### config.mk
export PLATFORM = sky130hd
export DESIGN_NAME = sssa_clear
export DESIGN_NICKNAME = d
export VERILOG_FILES = /design/src/rtl/core/sssa_pkg.sv /design/src/rtl/core/sssa_clear.sv
export SDC_FILE = /design/constraint.sdc
export NUM_CORES = 1
export LEC_CHECK = 0
export BUFFER_PORTS_ARGS = -buffer_cell sky130_fd_sc_hd__buf_2
export CAP_MARGIN = 20
export CORE_MARGIN = 2
export CORE_UTILIZATION = 45
export CTS_CLUSTER_SIZE = 10
export DETAILED_ROUTE_END_ITERATION = 7
export PLACE_DENSITY = 0.75
export SYNTH_ARGS = -nofsm -noshare
export SYNTH_HDL_FRONTEND = slang
export SYNTH_SLANG_ARGS = --single-unit
### constraint.sdc
create_clock -name clk -period 1.3 [get_ports clk]
set_clock_uncertainty 0.05 [all_clocks]
set_input_delay 0 -clock clk [delete_from_list [all_inputs] [get_ports clk]]
set_output_delay 0 -clock clk [all_outputs]
set_load 0.01 [all_outputs]
### src/rtl/core/sssa_pkg.sv
// ----------------------------------------------------------------------------
// sssa_pkg
// Shared types and constants of the sparse score scatter accumulator.
// ----------------------------------------------------------------------------
package sssa_pkg;

	localparam int SCORE_ENTRIES = 65536;
	localparam int ADDR_W        = $clog2(SCORE_ENTRIES);
	localparam int SCORE_W       = 48;
	localparam int NODE_W        = 17;
	localparam int IDX_EXT_W     = NODE_W + ADDR_W + 1;
	localparam int WEIGHT_W      = 16;
	localparam int OFFSET_W      = 16;
	localparam int BASE_W        = 16;
	localparam int MUL_W         = 32;
	localparam int S_DATA_W      = 80;
	localparam int M_DATA_W      = 56;

	localparam logic [NODE_W-1:0] NODE_COUNT_RESET = NODE_W'(65536);

	localparam logic signed [SCORE_W-1:0] SCORE_MAX = {1'b0, {(SCORE_W-1){1'b1}}};
	localparam logic signed [SCORE_W-1:0] SCORE_MIN = {1'b1, {(SCORE_W-1){1'b0}}};

	typedef enum logic [1:0] {
		ACT_ACCUM = 2'd0,
		ACT_READ  = 2'd1,
		ACT_CLEAR = 2'd2
	} action_t;

	typedef struct packed {
		logic              active;
		logic [ADDR_W-1:0] addr;
	} clr_t;

endpackage

### src/rtl/core/sssa_clear.sv
// ----------------------------------------------------------------------------
// sssa_clear
// Sweeps the score memory after reset and writes every entry to zero.
// ----------------------------------------------------------------------------
module sssa_clear import sssa_pkg::*; (
	input  logic clk,
	input  logic arst_n,
	output clr_t clr
);

	logic              active_q;
	logic [ADDR_W-1:0] cnt_q;

	always_ff @(posedge clk or negedge arst_n) begin
		if (!arst_n) begin
			active_q <= 1'b1;
			cnt_q    <= '0;
		end else if (active_q) begin
			cnt_q <= cnt_q + 1'b1;
			if (cnt_q == ADDR_W'(SCORE_ENTRIES - 1)) begin
				active_q <= 1'b0;
			end
		end
	end

	assign clr.active = active_q;
	assign clr.addr   = cnt_q;

endmodule

Yosys cells after proc, flatten, opt, wreduce, memory -nomap -nowiden
Index checks and enable logic that the tools add are counted.
{"block": "op_classes", "add_sub_neg": 1, "n_mux": 2, "eq_ne": 1}
{"cell": "16-bit by 1-bit adder with 16-bit output, second input constant", "count": 1}
{"cell": "16-bit equality test, second input constant", "count": 1}
{"cell": "1-bit 2-to-1 mux", "count": 2}
{"block": "totals", "reg_bits": 17, "word_cells": 6, "in_bits": 2, "out_inout_bits": 17}

Depth between registers and ports, before layout
Gate-level depths: netlist of run 1.
{"block": "logic_depth", "word_depth": 3, "ltp_mapped": 5, "mapped_depth_nobuf": 5}

Worst setup path after synthesis of run 1
Ideal clock, no wire load.
{"block": "synth_path", "kind": "flip-flop to flip-flop", "from": "register active_q", "to": "register cnt_q[7]", "synth_period_minus_slack_ps": 1369, "required_ps": 1171, "setup_slack_ps": -69, "path_stages_with_launch": 6, "n_path_buf": 1, "arrival_ps": 1240, "path_cell_list": "dfstp_2 > buf_4 > nand3_1 > nor2_4 > and4_1 > xor2_1"}
{"item": "from (decl)", "line_no": "sssa_clear.sv:11", "source": "logic active_q;"}
{"item": "from (signal assigned)", "line_no": "sssa_clear.sv:16", "source": "active_q <= 1'b1;"}
{"item": "from (signal assigned)", "line_no": "sssa_clear.sv:21", "source": "active_q <= 1'b0;"}
{"item": "to (signal assigned)", "line_no": "sssa_clear.sv:19", "source": "cnt_q <= cnt_q + 1'b1;"}
{"item": "to (decl)", "line_no": "sssa_clear.sv:12", "source": "logic [ADDR_W-1:0] cnt_q;"}

==> results.ini, run 1 <==
[run_status]
outcome=finished with violations
violations=setup timing

[detailed_routing]
routed_wl_um=1530
drt_iter0_drc=3
detail_route.drc_violations=0
routed-via-count=596
avgViaCountPerCell=5.09
post_drt_wl_per_cell_um=13.1
firstDrtPassIters=4
final_antenna_net_count=0

[floorplan]
rows=14
die_h_um=45.4
initial_core_util_pct=49.4
top_level_ports=19
dieArea_mm2=0.00206
fp.coreArea_mm2=0.00156
dieWidth_um=45.4

[global_routing]
number_of_antenna_violations_at_the_first_check_in_global_routing=0
grt_first_pass_wirelength_um=2330
grt_start_max_net_pins=18
via_count_of_the_first_global_routing_pass=540
gr-usage-all-layers_pct=16.0
gr-total-overflow=0

[pwr]
internal_power_uw=646
report.power.total_uw=824
leakage_power_figure_uw=0.000549
p_switching_uw=178
p_comb_share_pct=1.6
switching_share_pct=21.6
power.density_mw_per_mm2=789
pwr-share-clk_pct=34.2
power_frac_seq_pct=64.2
irDropWorstVdd_mv=0.570

[clock_tree]
h-tree-depth=1
cts_root_buffer=clkbuf_4
clockBufferDepth=2
cts_tree=built
cts_sinks=17
clk_pin_slew_worst_paths_ns=0.10
total_cts_buffers=3
clk-insertion-delay-late_ns=0.28

[setup_path]
crit_buf_inv=1
worstPathCellList=nand3_4 -> nor2_4 -> buf_6 -> nand3_2 -> xnor2_1
timing.setup.critical_path_class=flop to flop
slowest_cp_cell=dfstp_2
path_delay_family=flip-flops
critPathMaxFanout=6
critPathCaptureType=flop
critPathMaxStageDelay_ns=0.58
worst_setup_path_start_kind=flop
crit_arrival_ns=1.43
worstPathRequired_ns=1.42

[synth]
synth_nets=68
syn_avg_cell_area_um2=11.8
synth.area.top_cells=dfrtp_1 (52%), xnor2_1 (14%), nand2_1 (3.9%)
synth.ff_latch_count=17
yosys.cell_types.count=19
post_synth_instance_area_um2=769
synthDominantCellAreaShare_pct=52.0
synth-warning-count=0
syn-instance-count=65
synth-seq-area-share_pct=55.4
synth_top_area_cell=dfrtp_1

[place]
detailedPlacementHpwl_um=1090
placement.io_buffers=18
gp_congestion=0.795
place_ws_ns=-0.0454

[sta]
maxSlewHeadroom_pct=74.7
finalMaxSlewViolations=0
grt_setup_unrepaired=true
fin_ws_ns=-0.00352
setup_viol=1
hold_ws_ns=0.104
final_min_period_over_clock_period_pct=100
final_report_hold_violation_count=0
period_needed_ns=1.30
max_freq_mhz=767
setup_total_negative_slack_ns=-0.00352
max_slew.worst_pin.slew_ns=0.380

[worst_hold_path]
worst_hold_path_type=primary input to async pin

[final_layout]
final_layout_size_suffix_gt1_share_pct=47.5
finalNetCount=105
syn2layout_area_growth_pct=35.6
antenna-diode-count=0
postLayoutCoreUtil_pct=66.9
num-fill-cells=132

[run]
max_cap_violations=0

[metrics by stage]
step / instances / cell area (um2)
final: 117 / 1040
after global routing: 117 / 1040
after CTS: 113 / 1000
after detailed placement: 107 / 955
after global placement: 107 / 955
after floorplan: 65 / 788
[repair_timing]
item	4_1_cts	5_1_grt
hold buffers	1	0
gates resized for setup	1	3
endpoints found under the setup margin	6	9
pin swaps	3	7
endpoints found under the hold margin	17	0
buffers inserted	1	4
[state kept, by name, indices dropped and copies added, names as in the netlist]
register  count
active_q      1
cnt_q        16
[cell families after synthesis]
logic type | count (synthesis) | share of synthesized area (%)
mux | 1 | 1.46
flops | 17 | 55.4
fa+ha+maj | 1 | 1.63
xor+xnor | 15 | 17.1
buf+inv | 3 | 2.44
compound gates | 1 | 0.814
simple gates | 27 | 21.1
[cells in the final DEF, fill, tap and decap left out]
cell type and count:
inv_1 1, buf_2 18, nand2_1 8, mux2_2 1, buf_6 1, nor3_4 1, nand3_1 4, nand3_4 1
and4_1 2, nor2_1 3, buf_4 14, xnor2_1 12, dfrtp_2 2, nand4_2 1, and3_1 1, clkinv_2 1
clkbuf_4 3, ha_2 1, xor2_1 3, dlygate4sd3_1 1, a31oi_1 1, nor2_4 2, dfstp_2 1, dfrtp_1 14
nand4_1 3, nand3_2 1
[cells in the mapped netlist]
cell and number:
a31oi_1 1, and3_1 1, and4_1 2, buf_4 2
dfrtp_1 16, dfstp_2 1, ha_1 1, inv_1 1
mux2_2 1, nand2_1 8, nand3_1 5, nand3_2 1
nand4_1 3, nand4_2 1, nor2_1 4, nor2_4 1
nor3_4 1, xnor2_1 12, xor2_1 3
[power by group through the flow]
stage                     registers (uW)  logic (uW)  clock network [uW]
after floorplan                      539    0.000132                   0
after global placement               539        11.7                   0
after detailed placement             539        11.8                   0
after CTS                            529        14.1                 293
after global routing                 529        16.2                 313
final                                529        13.2                 282
[routing by layer]
layer / GRT usage, % / share of wire (%) / vias to the layer above / wire [um]
met5: 0 / 0 / - / 0
met4: 5.29 / 0.39 / 0 / 6
met3: 3.60 / 2.2 / 2 / 33
met2: 25.4 / 50 / 7 / 764
met1: 21.7 / 47 / 294 / 722
li1: - / - / 293 / -
[path summary, 6_finish.rpt]
path                            startpoint   endpoint  slack, ns  cells past startpoint
worst max register to register    active_q  cnt_q[15]     -0.004                      5
worst min register to register   cnt_q[13]  cnt_q[13]       0.46                      1
worst min-delay path                arst_n  cnt_q[12]       0.10                      2
worst max-delay path              active_q  cnt_q[15]     -0.004                      5
min in group clk                 cnt_q[13]  cnt_q[13]       0.46                      1
max in group asynchronous           arst_n   active_q       0.78                      2
[cell type report]
class	count	area, um2	share of cell area, %
clock inverters	1	5.00	0.480
flip-flops and latches	17	429	41.1
inverters	1	3.75	0.360
well taps	16	20.0	1.92
multi-input cells	45	347	33.2
clock buffers	3	22.5	2.16
repair buffers	34	216	20.7
(Power assumes the default switching activity.)
==> run 2: changes to the inputs <==
CELL_PAD_IN_SITES_DETAIL_PLACEMENT = 0   (was not set)
CELL_PAD_IN_SITES_GLOBAL_PLACEMENT = 1   (was not set)
CORE_UTILIZATION = 35   (was 45)
PLACE_DENSITY = 0.74   (was 0.75)
==> results.ini, run 2 (synthesis gave the netlist of run 1 again) <==
[run_status]
outcome=finished with violations
violations=setup timing

[global_routing]
via_count_of_the_first_global_routing_pass=575
grt_first_pass_wirelength_um=2620
gr-total-overflow=0
gr-usage-all-layers_pct=13.2
number_of_antenna_violations_at_the_first_check_in_global_routing=0
grt_start_max_net_pins=18

[place]
numPlacedInstances=122
post_dp_cell_area_um2=998
detailedPlacementHpwl_um=1130
gp_congestion=0.744
placement.io_buffers=18

[floorplan]
dieArea_mm2=0.00259
top_level_ports=19
initial_core_util_pct=38.1
rows=16
fp.coreArea_mm2=0.00202
die_h_um=50.9
dieWidth_um=50.9

[detailed_routing]
firstDrtPassIters=4
routed_wl_um=1580
drt_iter0_drc=10
detail_route.drc_violations=0
post_drt_wl_per_cell_um=11.8
final_antenna_net_count=0
avgViaCountPerCell=4.66
routed-via-count=625

[clock_tree]
cts_tree=built
h-tree-depth=1
cts_sinks=17
clk_pin_slew_worst_paths_ns=0.09
total_cts_buffers=3
clockBufferDepth=2
cts_root_buffer=clkbuf_4
clk-insertion-delay-late_ns=0.28

[final_layout]
final_cell_area_mm2=0.00110
most-common-layout-cells=buf_4 (21), buf_2 (18), dfrtp_1 (14)
layout.cells.non_filler=134
final_layout_size_suffix_gt1_share_pct=49.5
finalNetCount=111
largest_register_ffs=16
registers.top_by_ff_count=cnt_q
syn2layout_area_growth_pct=42.6
antenna-diode-count=0
most_common_cell_after_layout_fill_and_taps_aside=buf_4
num-fill-cells=176
largestRegisters=cnt_q: 16 flops, active_q: 1 flops

[setup_path]
timing.setup.critical_path_class=flop to flop
r2r_start=active_q
worst_setup_path_start_kind=flop
slowest_cp_cell=dfstp_2
worstSetupStartpoint=active_q
critPathCaptureType=flop
critPathMaxStageDelay_ns=0.59
critPathMaxFanout=4
crit_arrival_ns=1.43
worstPathCellList=buf_4 -> nand4_1 -> buf_4 -> xnor2_1
worstPathRequired_ns=1.42
crit_top_cell=buf_4

[sta]
max_slew.worst_pin.slew_ns=0.379
grt_setup_unrepaired=true
period_needed_ns=1.31
final_min_period_over_clock_period_pct=100
final_report_hold_violation_count=0
fin_ws_ns=-0.00610
hold_ws_ns=0.110
finalMaxSlewViolations=0
setup_viol=1
max_freq_mhz=766
maxSlewHeadroom_pct=74.7

[pwr]
irDropWorstVdd_mv=0.640
leakage_power_figure_uw=0.000590
power.density_mw_per_mm2=742
report.power.total_uw=814

[worst_hold_path]
worst_hold_path_type=primary input to async pin

[run]
max_cap_violations=0

-- run 2: changes by cell type in the layout (fill, tap and decap cells not counted) --
cell      change
buf_6         -1
nor2_2        +1
clkinv_2      -1
xnor2_2       +1
ha_2          -1
buf_4         +7
xnor2_1       -1
clkbuf_1      +1
nor2_4        -1
ha_1          +1
-- run 2: critical path: cells and delay by family, from the launching register on --
family,cells,cell delay [ns]
AND/OR/NAND/NOR,1,0.13
flip-flops,1,0.59
XOR/XNOR,1,0.11
buffers and inverters,2,0.32
-- run 2: timing repair --
item,in CTS,in global routing
pin swaps,1,2
hold buffers,1,0
setup endpoints to repair,4,10
buffers inserted,3,4
hold endpoints to repair,17,0
gates resized for setup,1,1
-- run 2: per-stage QoR --
stage               util (%)  worst slack (ns)  setup TNS (ns)
global placement        49.4           0.00675               0
global route            54.3           -0.0830          -0.537
CTS                     52.4         0.0000959               0
detailed placement      49.4           -0.0376         -0.0404
floorplan                  -           -0.0337         -0.0348
finish                  54.3          -0.00610        -0.00610
-- run 2: final timing paths --
check                             to  slack, ns  cells past startpoint
max                         cnt_q[4]     -0.006                      4
min                         cnt_q[4]       0.11                      2
max reg2reg                 cnt_q[4]     -0.006                      4
min reg2reg                cnt_q[11]       0.44                      1
max in group asynchronous   active_q       0.78                      2
min in group clk           cnt_q[11]       0.44                      1
-- run 2: area by class of cell --
cell class                      instances  area, um2  area share (%)
Tap cell                               27       33.8            3.08
Inverter                                1       3.75           0.342
Multi-Input combinational cell         45        347            31.6
Timing Repair Buffer                   40        258            23.5
Sequential cell                        17        429            39.1
Clock buffer                            4       26.3            2.39
-- run 2: per-layer routing --
metal	vias up	GRT usage (%)	wire length, um
met1	305	19.0	730
li1	305	-	-
met5	-	0	0
met4	0	2.70	0
met2	15	20.8	769
met3	0	2.63	76
-- run 2: power by group --
group	internal (uW)	switching (uW)	leakage, uW
clock	119	154	0.0000150
sequential	528	0	0.000231
combinational	3.04	10.1	0.000345
